**src/hdl/pfe_pkg.sv**
```systemverilog
package pfe_pkg;

  localparam int STACK_DEPTH_DEF = 16;
  localparam int VALUE_W         = 32;
  localparam int CHAR_W          = 8;
  localparam int CNT_W           = $clog2(VALUE_W);
  localparam int STEP_W          = 4;

  localparam logic [CHAR_W-1:0]  CH_ZERO  = 8'h30;
  localparam logic [CHAR_W-1:0]  CH_NINE  = 8'h39;
  localparam logic [CHAR_W-1:0]  CH_PLUS  = 8'h2B;
  localparam logic [CHAR_W-1:0]  CH_MINUS = 8'h2D;
  localparam logic [CHAR_W-1:0]  CH_STAR  = 8'h2A;
  localparam logic [CHAR_W-1:0]  CH_SLASH = 8'h2F;
  localparam logic [VALUE_W-1:0] POP_EMPTY_VALUE = 32'd36;

  typedef logic [STEP_W-1:0] step_t;

  localparam step_t ST_IDLE     = 4'd0;
  localparam step_t ST_DISPATCH = 4'd1;
  localparam step_t ST_POP_R    = 4'd2;
  localparam step_t ST_POP_L    = 4'd3;
  localparam step_t ST_CAP_L    = 4'd4;
  localparam step_t ST_SELECT   = 4'd5;
  localparam step_t ST_ALU      = 4'd6;
  localparam step_t ST_DIV_INIT = 4'd7;
  localparam step_t ST_DIV_STEP = 4'd8;
  localparam step_t ST_DIV_FIX  = 4'd9;
  localparam step_t ST_PUSH     = 4'd10;
  localparam step_t ST_LAST     = 4'd11;
  localparam step_t ST_FIN_POP  = 4'd12;
  localparam step_t ST_FIN_CAP  = 4'd13;
  localparam step_t ST_EMIT     = 4'd14;
  localparam step_t ST_EMIT_RET = 4'd15;

  typedef enum logic [3:0] {
    C_NEVER,
    C_ALWAYS,
    C_NO_IN,
    C_DIGIT,
    C_NOT_ARITH,
    C_DIV,
    C_DIVZERO,
    C_CNT,
    C_NOT_LAST,
    C_OUT_FREE
  } cond_t;

  typedef enum logic [3:0] {
    A_NONE,
    A_ACCEPT,
    A_DIGIT,
    A_POP,
    A_CAP_R_POP,
    A_CAP_L,
    A_ALU,
    A_DIV_INIT,
    A_DIV_STEP,
    A_DIV_FIX,
    A_PUSH,
    A_CAP_TOP,
    A_EMIT
  } act_t;

  typedef struct packed {
    act_t  act;
    cond_t cond;
    step_t target;
  } ucode_t;

  function automatic ucode_t ucode_rom(input step_t step);
    ucode_t w;
    unique case (step)
      ST_IDLE:     w = '{A_ACCEPT,    C_NO_IN,     ST_IDLE};
      ST_DISPATCH: w = '{A_DIGIT,     C_DIGIT,     ST_PUSH};
      ST_POP_R:    w = '{A_POP,       C_NEVER,     ST_IDLE};
      ST_POP_L:    w = '{A_CAP_R_POP, C_NEVER,     ST_IDLE};
      ST_CAP_L:    w = '{A_CAP_L,     C_NOT_ARITH, ST_LAST};
      ST_SELECT:   w = '{A_NONE,      C_DIV,       ST_DIV_INIT};
      ST_ALU:      w = '{A_ALU,       C_ALWAYS,    ST_PUSH};
      ST_DIV_INIT: w = '{A_DIV_INIT,  C_DIVZERO,   ST_PUSH};
      ST_DIV_STEP: w = '{A_DIV_STEP,  C_CNT,       ST_DIV_STEP};
      ST_DIV_FIX:  w = '{A_DIV_FIX,   C_NEVER,     ST_IDLE};
      ST_PUSH:     w = '{A_PUSH,      C_NEVER,     ST_IDLE};
      ST_LAST:     w = '{A_NONE,      C_NOT_LAST,  ST_IDLE};
      ST_FIN_POP:  w = '{A_POP,       C_NEVER,     ST_IDLE};
      ST_FIN_CAP:  w = '{A_CAP_TOP,   C_NEVER,     ST_IDLE};
      ST_EMIT:     w = '{A_EMIT,      C_OUT_FREE,  ST_IDLE};
      ST_EMIT_RET: w = '{A_NONE,      C_ALWAYS,    ST_EMIT};
      default:     w = '{A_NONE,      C_ALWAYS,    ST_IDLE};
    endcase
    return w;
  endfunction

endpackage

```
**src/hdl/pfe_if.sv**
```systemverilog
interface pfe_in_if;
  import pfe_pkg::*;
  logic              valid;
  logic              ready;
  logic [CHAR_W-1:0] char_code;
  logic              is_last;

  modport source (output valid, output char_code, output is_last, input ready);
  modport sink   (input valid, input char_code, input is_last, output ready);
endinterface

interface pfe_out_if;
  import pfe_pkg::*;
  logic                      valid;
  logic                      ready;
  logic signed [VALUE_W-1:0] value;
  logic                      underflow;
  logic                      div_by_zero;
  logic                      overflow;

  modport source (output valid, output value, output underflow, output div_by_zero,
                  output overflow, input ready);
  modport sink   (input valid, input value, input underflow, input div_by_zero,
                  input overflow, output ready);
endinterface

```
**src/hdl/pfe_ram.sv**
```systemverilog
module pfe_ram #(
  parameter int WIDTH = 32,
  parameter int DEPTH = 16
) (
  input  logic                     clk,
  input  logic                     we,
  input  logic [$clog2(DEPTH)-1:0] waddr,
  input  logic [WIDTH-1:0]         wdata,
  input  logic [$clog2(DEPTH)-1:0] raddr,
  output logic [WIDTH-1:0]         rdata
);

  logic [WIDTH-1:0] mem [DEPTH];

  always_ff @(posedge clk) begin
    if (we) begin
      mem[waddr] <= wdata;
    end
    rdata <= mem[raddr];
  end

endmodule

```
**src/hdl/postfix_expression_evaluator.sv**
```systemverilog
// Evaluates a postfix expression fed one character word at a time, the last word flagged;
// the result word carries the popped top value and the sticky underflow, divide-by-zero
// and overflow flags, after which the stack and flags are cleared. A small microcode
// table steps a datapath of two operand registers, a combinational multiplier, a
// restoring divider and a stack memory with registered read. A division runs its 32
// single-bit divider iterations; the flagged last word adds a final pop and emit.
// A new word is taken while a finished result still waits on the output register.
module postfix_expression_evaluator #(
  parameter int STACK_DEPTH = pfe_pkg::STACK_DEPTH_DEF
) (
  input  logic     clk,
  input  logic     rst_n,
  pfe_in_if.sink   in_ch,
  pfe_out_if.source out_ch
);
  import pfe_pkg::*;

  localparam int AW = $clog2(STACK_DEPTH);
  localparam int SW = $clog2(STACK_DEPTH + 1);

  ucode_t uc;
  logic   take;

  step_t         pc_r, pc_nxt;
  logic [SW-1:0] sp_r, sp_nxt, sp_dec;
  logic          uf_r, uf_nxt, dz_r, dz_nxt, of_r, of_nxt;
  logic          out_valid_r, out_valid_nxt;

  logic [CHAR_W-1:0]  char_r, char_nxt;
  logic               last_r, last_nxt;
  logic               pop_empty_r, pop_empty_nxt;
  logic [VALUE_W-1:0] a_r, a_nxt, b_r, b_nxt, res_r, res_nxt;
  logic [VALUE_W:0]   rem_r, rem_nxt;
  logic [CNT_W-1:0]   cnt_r, cnt_nxt;
  logic               neg_r, neg_nxt;
  logic [VALUE_W-1:0] out_value_r, out_value_nxt;
  logic               out_uf_r, out_uf_nxt, out_dz_r, out_dz_nxt, out_of_r, out_of_nxt;

  logic               ram_we;
  logic [AW-1:0]      ram_raddr;
  logic [VALUE_W-1:0] ram_rdata;
  logic [VALUE_W-1:0] popped;
  logic [CHAR_W-1:0]  digit;
  logic               is_digit, is_arith, out_free;
  logic [VALUE_W:0]   rem_sh, diff;

  pfe_ram #(.WIDTH(VALUE_W), .DEPTH(STACK_DEPTH)) u_stack (
    .clk   (clk),
    .we    (ram_we),
    .waddr (sp_r[AW-1:0]),
    .wdata (res_r),
    .raddr (ram_raddr),
    .rdata (ram_rdata)
  );

  assign uc        = ucode_rom(pc_r);
  assign sp_dec    = sp_r - SW'(1);
  assign ram_raddr = sp_dec[AW-1:0];
  assign popped    = pop_empty_r ? POP_EMPTY_VALUE : ram_rdata;
  assign digit     = char_r - CH_ZERO;
  assign is_digit  = (char_r >= CH_ZERO) && (char_r <= CH_NINE);
  assign is_arith  = (char_r == CH_PLUS) || (char_r == CH_MINUS) ||
                     (char_r == CH_STAR) || (char_r == CH_SLASH);
  assign out_free  = !out_valid_r || out_ch.ready;
  assign rem_sh    = {rem_r[VALUE_W-1:0], b_r[VALUE_W-1]};
  assign diff      = rem_sh - {1'b0, a_r};

  assign in_ch.ready        = (pc_r == ST_IDLE);
  assign out_ch.valid       = out_valid_r;
  assign out_ch.value       = $signed(out_value_r);
  assign out_ch.underflow   = out_uf_r;
  assign out_ch.div_by_zero = out_dz_r;
  assign out_ch.overflow    = out_of_r;

  always_comb begin
    case (uc.cond)
      C_ALWAYS:    take = 1'b1;
      C_NO_IN:     take = !in_ch.valid;
      C_DIGIT:     take = is_digit;
      C_NOT_ARITH: take = !is_arith;
      C_DIV:       take = (char_r == CH_SLASH);
      C_DIVZERO:   take = (a_r == '0);
      C_CNT:       take = (cnt_r != '0);
      C_NOT_LAST:  take = !last_r;
      C_OUT_FREE:  take = out_free;
      default:     take = 1'b0;
    endcase
  end

  always_comb begin
    pc_nxt        = take ? uc.target : pc_r + step_t'(1);
    sp_nxt        = sp_r;
    uf_nxt        = uf_r;
    dz_nxt        = dz_r;
    of_nxt        = of_r;
    out_valid_nxt = out_valid_r && !out_ch.ready;
    char_nxt      = char_r;
    last_nxt      = last_r;
    pop_empty_nxt = pop_empty_r;
    a_nxt         = a_r;
    b_nxt         = b_r;
    res_nxt       = res_r;
    rem_nxt       = rem_r;
    cnt_nxt       = cnt_r;
    neg_nxt       = neg_r;
    out_value_nxt = out_value_r;
    out_uf_nxt    = out_uf_r;
    out_dz_nxt    = out_dz_r;
    out_of_nxt    = out_of_r;
    ram_we        = 1'b0;

    case (uc.act) inside
      A_ACCEPT: begin
        if (in_ch.valid) begin
          char_nxt = in_ch.char_code;
          last_nxt = in_ch.is_last;
        end
      end
      A_DIGIT: begin
        res_nxt = {{(VALUE_W - CHAR_W){1'b0}}, digit};
      end
      A_POP, A_CAP_R_POP: begin
        if (uc.act == A_CAP_R_POP) begin
          a_nxt = popped;
        end
        pop_empty_nxt = (sp_r == '0);
        if (sp_r == '0) begin
          uf_nxt = 1'b1;
        end else begin
          sp_nxt = sp_dec;
        end
      end
      A_CAP_L, A_CAP_TOP: begin
        b_nxt = popped;
      end
      A_ALU: begin
        case (char_r)
          CH_PLUS:  res_nxt = b_r + a_r;
          CH_MINUS: res_nxt = b_r - a_r;
          default:  res_nxt = b_r * a_r;
        endcase
      end
      A_DIV_INIT: begin
        if (a_r == '0) begin
          res_nxt = '0;
          dz_nxt  = 1'b1;
        end else begin
          neg_nxt = a_r[VALUE_W-1] ^ b_r[VALUE_W-1];
          a_nxt   = a_r[VALUE_W-1] ? -a_r : a_r;
          b_nxt   = b_r[VALUE_W-1] ? -b_r : b_r;
          rem_nxt = '0;
          cnt_nxt = CNT_W'(VALUE_W - 1);
        end
      end
      A_DIV_STEP: begin
        if (!diff[VALUE_W]) begin
          rem_nxt = diff;
          b_nxt   = {b_r[VALUE_W-2:0], 1'b1};
        end else begin
          rem_nxt = rem_sh;
          b_nxt   = {b_r[VALUE_W-2:0], 1'b0};
        end
        cnt_nxt = cnt_r - CNT_W'(1);
      end
      A_DIV_FIX: begin
        res_nxt = neg_r ? -b_r : b_r;
      end
      A_PUSH: begin
        if (sp_r == SW'(STACK_DEPTH)) begin
          of_nxt = 1'b1;
        end else begin
          ram_we = 1'b1;
          sp_nxt = sp_r + SW'(1);
        end
      end
      A_EMIT: begin
        if (out_free) begin
          out_valid_nxt = 1'b1;
          out_value_nxt = b_r;
          out_uf_nxt    = uf_r;
          out_dz_nxt    = dz_r;
          out_of_nxt    = of_r;
          sp_nxt        = '0;
          uf_nxt        = 1'b0;
          dz_nxt        = 1'b0;
          of_nxt        = 1'b0;
        end
      end
      default: begin
      end
    endcase
  end

  always_ff @(posedge clk) begin
    if (!rst_n) begin
      pc_r        <= ST_IDLE;
      sp_r        <= '0;
      uf_r        <= 1'b0;
      dz_r        <= 1'b0;
      of_r        <= 1'b0;
      out_valid_r <= 1'b0;
    end else begin
      pc_r        <= pc_nxt;
      sp_r        <= sp_nxt;
      uf_r        <= uf_nxt;
      dz_r        <= dz_nxt;
      of_r        <= of_nxt;
      out_valid_r <= out_valid_nxt;
    end
  end

  always_ff @(posedge clk) begin
    char_r      <= char_nxt;
    last_r      <= last_nxt;
    pop_empty_r <= pop_empty_nxt;
    a_r         <= a_nxt;
    b_r         <= b_nxt;
    res_r       <= res_nxt;
    rem_r       <= rem_nxt;
    cnt_r       <= cnt_nxt;
    neg_r       <= neg_nxt;
    out_value_r <= out_value_nxt;
    out_uf_r    <= out_uf_nxt;
    out_dz_r    <= out_dz_nxt;
    out_of_r    <= out_of_nxt;
  end

endmodule
```
**src/flat_wrapper.sv**
```systemverilog
// flat-port wrapper written by rule: the top's interface ports become plain ports
module postfix_expression_evaluator_flat import pfe_pkg::*;
#(
  parameter int STACK_DEPTH = pfe_pkg::STACK_DEPTH_DEF
)
  (clk, rst_n, in_ch_valid, in_ch_char_code, in_ch_is_last, in_ch_ready, out_ch_valid, out_ch_value, out_ch_underflow, out_ch_div_by_zero, out_ch_overflow, out_ch_ready);
  pfe_in_if in_ch_i ();
  pfe_out_if out_ch_i ();
  input  logic clk;
  input  logic rst_n;
  input wire logic [$bits(in_ch_i.valid)-1:0] in_ch_valid;
  input wire logic [$bits(in_ch_i.char_code)-1:0] in_ch_char_code;
  input wire logic [$bits(in_ch_i.is_last)-1:0] in_ch_is_last;
  output wire logic [$bits(in_ch_i.ready)-1:0] in_ch_ready;
  output wire logic [$bits(out_ch_i.valid)-1:0] out_ch_valid;
  output wire logic [$bits(out_ch_i.value)-1:0] out_ch_value;
  output wire logic [$bits(out_ch_i.underflow)-1:0] out_ch_underflow;
  output wire logic [$bits(out_ch_i.div_by_zero)-1:0] out_ch_div_by_zero;
  output wire logic [$bits(out_ch_i.overflow)-1:0] out_ch_overflow;
  input wire logic [$bits(out_ch_i.ready)-1:0] out_ch_ready;
  assign in_ch_i.valid = in_ch_valid;
  assign in_ch_i.char_code = in_ch_char_code;
  assign in_ch_i.is_last = in_ch_is_last;
  assign in_ch_ready = in_ch_i.ready;
  assign out_ch_valid = out_ch_i.valid;
  assign out_ch_value = out_ch_i.value;
  assign out_ch_underflow = out_ch_i.underflow;
  assign out_ch_div_by_zero = out_ch_i.div_by_zero;
  assign out_ch_overflow = out_ch_i.overflow;
  assign out_ch_i.ready = out_ch_ready;
  postfix_expression_evaluator #(.STACK_DEPTH(STACK_DEPTH)) u_core (.clk(clk), .rst_n(rst_n), .in_ch(in_ch_i), .out_ch(out_ch_i));
endmodule
```
**config.mk**
```make
export PLATFORM = sky130hd
export DESIGN_NAME = postfix_expression_evaluator_flat
export DESIGN_NICKNAME = d
export VERILOG_FILES = /design/src/hdl/pfe_pkg.sv /design/src/hdl/pfe_if.sv /design/src/hdl/pfe_ram.sv /design/src/hdl/postfix_expression_evaluator.sv /design/src/flat_wrapper.sv
export SDC_FILE = /design/constraint.sdc
export NUM_CORES = 2
export LEC_CHECK = 0
export BUFFER_PORTS_ARGS = -buffer_cell sky130_fd_sc_hd__buf_2
export CORE_MARGIN = 10
export CORE_UTILIZATION = 45
export CTS_BUF_LIST = sky130_fd_sc_hd__clkbuf_8
export DETAILED_ROUTE_END_ITERATION = 12
export HOLD_SLACK_MARGIN = 0.15
export PLACE_DENSITY_LB_ADDON = 0.1
export SETUP_SLACK_MARGIN = 0.15
export SLEW_MARGIN = 20
export SYNTH_ARGS = -nofsm -noshare
export SYNTH_HDL_FRONTEND = slang
export SYNTH_SLANG_ARGS = --single-unit
```
**constraint.sdc**
```tcl
create_clock -name clk -period 10.9 [get_ports clk]
set_clock_uncertainty 0.2 [all_clocks]
set_input_delay 1.635 -clock clk [delete_from_list [all_inputs] [get_ports clk]]
set_output_delay 1.635 -clock clk [all_outputs]
set_load 0.005 [all_outputs]
```
### Word-level counts from Yosys, hierarchy flattened

Memory sizes are Yosys's and may differ from the RTL's. A register that Yosys moved wholly into a read port is not among the register bits.
Index checks and enable logic that the tools add are counted.

| operators by class | value |
|---|---|
| $add $sub $neg | 10 |
| bitwise gates (word level) | 11 |
| mux-type cells | 83 |
| reduce and logical (&&, ||, !) cells | 44 |
| multiply operators | 1 |
| magnitude comparators | 2 |
| equal/unequal tests | 50 |

Operator list:

| cell | number |
|---|---|
| 32-bit 2-to-1 mux | 26 |
| 5-bit 2-to-1 mux | 14 |
| 32-bit negation | 2 |
| 32-bit one-hot mux with 2 select lines | 1 |
| 11-bit AND reduction | 5 |
| 1-bit 2-to-1 mux | 38 |
| 33-bit by 32-bit subtractor with 33-bit output | 1 |
| 32-bit adder | 1 |
| 4-bit by 3-bit equality test with 1-bit output (second input constant) | 8 |
| 8-bit by 6-bit equality test with 1-bit output (second input constant) | 4 |
| 32-bit logical NOT | 1 |
| 32-bit by 32-bit multiplier with 32-bit output | 1 |
| 32-bit subtractor | 1 |
| 4-bit equality test (second input constant) | 7 |
| 7-bit AND reduction | 4 |
| 2-bit inequality test (second input constant) | 11 |
| 2-bit nonzero test | 9 |
| 4-bit by 2-bit equality test with 1-bit output (second input constant) | 4 |
| 2-bit by 1-bit inequality test with 1-bit output (second input constant) | 8 |
| 6-bit AND reduction | 2 |
| 1-bit inverter | 10 |
| 5-bit by 1-bit subtractor with 5-bit output (second input constant) | 2 |
| 1-bit one-hot mux with 9 select lines | 1 |
| 3-bit nonzero test | 3 |
| other kinds (24) | 37 |

| word-level totals | value |
|---|---|
| output and inout port bits | 37 |
| bits of input ports | 13 |
| RAM bits | 512 |
| memories kept | 2 |
| bits in registers | 192 |
| word-level logic and storage cells | 225 |
| bits in read-only memories | 192 |

Memories:

| name | depth | width | rd ports | clocked after memory_dff | wr ports | RTL line | text |
|---|---|---|---|---|---|---|---|
| u_core.u_stack.mem | 16 | 32 | 1 | 1 | 1 | pfe_ram.sv:13 | `logic [WIDTH-1:0] mem [DEPTH];` |
| (name not given) | 16 | 12 | 1 | 1 | 0 | pfe_pkg.sv:73 | `unique case (step)` |

### Logic depth before layout (Yosys ltp)

| depth | value |
|---|---|
| word-level depth | 13 |
| mapped depth | 28 |
| mapped depth without buffers | 26 |

### By module

From an unflattened synthesis, not the netlist that was laid out.

| unflattened totals | value |
|---|---|
| cells, all modules | 4078 |
| area total of the unflattened synthesis | 49745.2 µm² |

By module, submodules not included:

| module | area each (µm²) | times used | seq. area each (µm²) | cells each |
|---|---|---|---|---|
| postfix_expression_evaluator | 29909.9 | 1 | 5875.6 | 3240 |
| pfe_ram | 19835.3 | 1 | 16015.4 | 838 |

### Worst setup path after synthesis

Ideal clock, no wire load.

| timing path | value |
|---|---|
| path kind | flip-flop to flip-flop |
| from | reg u_core.b_r[13] |
| to | reg u_core.res_r[31], data pin |
| slack | 3.130 ns |
| arrival time | 7.305 ns |
| data required time | 10.436 ns |
| period minus slack after synthesis | 7.770 ns |
| buffers on the path | 3 |
| library setup time | 0.264 ns |
| stages on the path, launching flop included | 27 |
| path through | edfxtp_1 clkbuf_1 clkbuf_1 clkbuf_1 nand2_1 fa_1 inv_1 fa_1 fa_1 inv_1 fa_1 inv_1 fa_1 fa_1 fa_1 fa_1 ha_1 a21o_1 a21o_1 a21o_1 or3_1 a311oi_1 nor2_1 a311o_1 a31oi_1 xnor2_1 o21ai_0 |

| on the way | value |
|---|---|
| longest elaborated chain between the ends | 8 |
| elaborated cells on any way between the ends | 12 |
| classes of those cells | 3 x add/sub; 1 x mul; 8 x mux |

Ends and longest elaborated chain:

| item | RTL line | text |
|---|---|---|
| from (decl) | postfix_expression_evaluator.sv:32 | `logic [VALUE_W-1:0] a_r, a_nxt, b_r, b_nxt, res_r, res_nxt;` |
| from (signal assigned) | postfix_expression_evaluator.sv:217 | `b_r <= b_nxt;` |
| branches (longest 5 deep; another with 32-bit by 32-bit multiplier with 32-bit output) | - |  |
| 32-bit 2-to-1 mux (*) (3 in series) | postfix_expression_evaluator.sv:112 | `case (uc.act) inside` |
| to (signal assigned) | postfix_expression_evaluator.sv:218 | `res_r <= res_nxt;` |
| to (decl) | postfix_expression_evaluator.sv:32 |  |

Every way passes the cells marked *. The select of a mux whose other input is x is not followed.
A chain may end at the register's enable or synchronous reset.

### Worst setup path in the final report

| timing path | value |
|---|---|
| from | reg u_core.b_r[12] |
| to | reg u_core.res_r[29], data pin |

The elaborated chain is that of the path after synthesis.

==> impl.org <==
** Worst setup path
- For flop-to-flop paths, the worst setup slack is 2350 ps.
- For this run, the slowest stage of the critical path takes 760 ps.
- Worst Path Arrival :: 8980 ps
- In this run the worst path has a maximum fanout of 18.
- Worst Setup Start Kind :: register
- STA classifies the critical path endpoint as a register.
- Among all stages on the critical path, the largest delay is contributed by sky130_fd_sc_hd__edfxtp_1.
- Data on the critical path is required at its endpoint by 11340 ps.
- Critical Setup Path Class :: reg2reg
- The most numerous cell type found on the critical path is sky130_fd_sc_hd__fa_1.
- Traced cell by cell, the critical path runs through buf_4 > nand2_1 > fa_1 > inv_1 > fa_1 > fa_1 > inv_1 > fa_1 > inv_1 > fa_1 > fa_1 > fa_1 > fa_1 > ha_1 > a21o_1 > a21o_1 > a21o_1 > or3_1 > a311oi_1 > nor2_1 > a311o_1 > xor2_1 > a21oi_1 > a21oi_1.

** Place
- DP Wirelength :: 102.5 mm
- Cell Area, Placed :: 0.05212 sq mm
- Count of input and output buffers :: 49
- Placer Congestion :: 0.8914

** Logic synthesis
- In the synthesized netlist, the number of instances is 4080.
- Syn_area_per_cell :: 12.24 sq um
- Cell type contributing the most total cell area after synthesis :: sky130_fd_sc_hd__edfxtp_1
- Sequential cells were found to cover 43.84% of the synthesized design area.
- Count of flip-flops with a built-in enable after synthesis :: 691
- Async S/R FF share, synth :: 0%
- Most instantiated flip-flop cell in the synthesis netlist :: sky130_fd_sc_hd__edfxtp_1
- Yosys top cell area share :: 41.55%
- Ranking of synthesized cells by area :: sky130_fd_sc_hd__edfxtp_1 42%, sky130_fd_sc_hd__fa_1 16%, sky130_fd_sc_hd__mux4_2 7.2%, sky130_fd_sc_hd__ha_1 5.2%, sky130_fd_sc_hd__xnor2_1 3.5%
- Yosys reg bits :: 748
- Synthesis produced a netlist with a net count of 4711.
- Synth cell types :: 79
- During synthesis, Yosys emitted a total of 0 warnings.
- After synthesis the cells add up to 0.04994 sq mm.

** Timing
- Setup violations remaining at the end of the flow were counted as 0.
- Unrepaired setup endpoints after global routing :: false
- Post-route minimum period :: 8547 ps
- The final max-slew violation count came to 0.
- Hold violation count in the final report :: 0
- Final setup TNS :: 0 ps
- Relative max-transition margin :: 20.41%
- After layout, the worst path uses 78.41% of the clock period.
- Max frequency :: 117.0 MHz
- At the pin with the least slew margin, the transition time is 1190 ps.

** Clocking
- TritonCTS clock tree :: done
- After clock tree synthesis, the clock-pin slew on the worst setup and hold paths is 60 ps.
- The clock reaches the later pin of the worst-skew pair after 850 ps.
- Depth of the CTS H-tree :: 4
- The number of setup buffers added after CTS is 0.
- TritonCTS created 132 clock buffers.
- The root buffer cell chosen for the clock tree is sky130_fd_sc_hd__clkbuf_8.
- Post-CTS repair changed the size of 0 cells.
- Total clock sinks :: 748
- Number of hold buffers added after cts :: 0
- Deepest clock path buffer count :: 3

** Job
- Maximum Capacitance Violations :: 0

** Die
- Die width :: 353.1 um
- # IOs :: 50
- The initialized floorplan defines 122 standard-cell rows.
- Total die area :: 0.1247 sq mm
- Height of the chip :: 353.1 um
- Effective utilization at floorplan :: 45.25%
- Core area :: 0.1104 sq mm

** GRT
- Global routing finished with a remaining overflow of 0.
- Initial antenna violation count :: 6
- The via count of the first global-routing pass is 33370.
- The first global-routing pass estimated 225.1 mm of wire.
- Overall track demand over capacity in global routing :: 24.14%
- Entering global routing, the biggest net connects 95 pins.

** Run status
- The run finished with clean final reports.

** Hold path
- The path class of the tightest hold or removal check is reg2reg.

** Detailed routing
- Detailed-routing iteration count for the pre-antenna-repair pass :: 6
- Final routed DRC violation total :: 0
- Iteration-0 DRC count of the detailed router :: 2716
- Detailed-route via count :: 32090
- The final layout contains routed wiring with a total length of 149.7 mm.
- Number of vias per cell :: 5.599
- Once detail routing completed, the nets flagged for antenna violations numbered 0.
- After detailed routing, the average wire length per cell comes to 26.11 um.

** Cells and area
- For this run, the post-layout net count is 4765.
- Of the cells placed in the final design, the portion with a size suffix greater than 1 is 12.44%.
- Finished layout cell area :: 0.05470 sq mm
- Area overhead of the layout relative to synthesis :: 9.531%
-- synthesized netlist by cell type (33+ instances only) --
master                       n
sky130_fd_sc_hd__nor3_1     46
sky130_fd_sc_hd__nor2_1    212
sky130_fd_sc_hd__fa_1      410
sky130_fd_sc_hd__o221ai_1   33
sky130_fd_sc_hd__nand3_1    70
sky130_fd_sc_hd__clkbuf_1  198
sky130_fd_sc_hd__xor2_1     60
sky130_fd_sc_hd__mux2i_1    33
sky130_fd_sc_hd__ha_1      208
sky130_fd_sc_hd__mux4_2    160
sky130_fd_sc_hd__a21oi_1   120
sky130_fd_sc_hd__xnor2_1   202
sky130_fd_sc_hd__and2_1    267
sky130_fd_sc_hd__edfxtp_1  691
sky130_fd_sc_hd__inv_1     448
sky130_fd_sc_hd__dfxtp_1    57
sky130_fd_sc_hd__nand2_1   397
sky130_fd_sc_hd__o21ai_0    78
-- layer usage --
metal  routed length [um]  vias up  GRT usage [%]
met5                   27        -              0
met4                 4908        4          8.305
met3                 8829      243          3.662
met2                70480     1088          38.49
met1                65420    16560          33.60
li1                     -    14200              -
-- critical path: cells and delay by family, from the launching register on --
kind                       cells  cell delay (ps)
adders and majority gates      9             4130
AOI/OAI and AO/OA              7             1720
DFF                            1              760
and+or+nand+nor                3              740
buffers and inverters          4              600
xor gates and xnor gates       1              200
-- stage by stage --
stage	utilization (%)	instances	setup WS [ps]	hold WS, ps
after global placement	47.20	5485	2363	212.0
after detailed placement	47.22	5487	2415	227.2
after floorplan	-	4080	3130	208.1
final	49.56	5731	2353	238.8
after CTS	49.54	5725	2408	246.5
after global routing	49.56	5731	2104	262.7
-- cells by family after synthesis --
logic type | count (synthesis) | synth area share [%]
fa+ha+maj | 618 | 21.65
simple gates | 1144 | 11.16
flops | 748 | 43.84
xor+xnor | 262 | 4.595
compound gates | 435 | 5.680
buf+inv | 676 | 5.111
mux | 197 | 7.968
-- path summary, 6_finish.rpt --
kind,startpoint,endpoint,cells after the start
worst max-delay path,u_core.b_r[12],u_core.res_r[29],24
worst min-delay path,u_core.dz_r,u_core.out_ch.div_by_zero,0
worst max register to register,u_core.b_r[12],u_core.res_r[29],24
worst min register to register,u_core.dz_r,u_core.out_ch.div_by_zero,0
-- layout make-up --
class / instances / area [sq um]
clock buffer: 142 / 1954
multi-input combinational: 2656 / 25690
clock inverter: 96 / 601.8
sequential: 748 / 21890
fill: 9883 / 55670
antenna: 5 / 12.51
timing repair buffer: 144 / 989.7
tap: 1488 / 1862
inverter: 452 / 1697
-- registers in the layout, indices dropped and copies added, names as in the netlist, 4 cells and up --
register	cells
u_core.u_stack.mem	512
u_core.a_r	32
u_core.b_r	32
u_core.out_ch.value	32
u_core.rem_r	32
u_core.res_r	32
u_core.u_stack.rdata	32
u_core.uc	12
u_core.char_r	8
u_core.cnt_r	5
u_core.sp_r	5
u_core.pc_r	4
-- placed cells by master, fill, tap and decap left out, types with 45 or more instances in the layout --
cell type and n:
sky130_fd_sc_hd__inv_1 489, sky130_fd_sc_hd__buf_2 49, sky130_fd_sc_hd__a21oi_1 120, sky130_fd_sc_hd__nor2_1 196, sky130_fd_sc_hd__fa_1 410, sky130_fd_sc_hd__ha_1 207, sky130_fd_sc_hd__mux4_2 160, sky130_fd_sc_hd__nand2_1 396
sky130_fd_sc_hd__dfxtp_1 56, sky130_fd_sc_hd__edfxtp_1 691, sky130_fd_sc_hd__xnor2_1 200, sky130_fd_sc_hd__o21ai_0 77, sky130_fd_sc_hd__clkbuf_8 142, sky130_fd_sc_hd__xor2_1 60, sky130_fd_sc_hd__nand3_1 70, sky130_fd_sc_hd__nor3_1 45
sky130_fd_sc_hd__buf_4 91, sky130_fd_sc_hd__and2_1 267
Power is not shown: default switching activity piles up to over one toggle a cycle in this logic, so the estimate is an artifact.
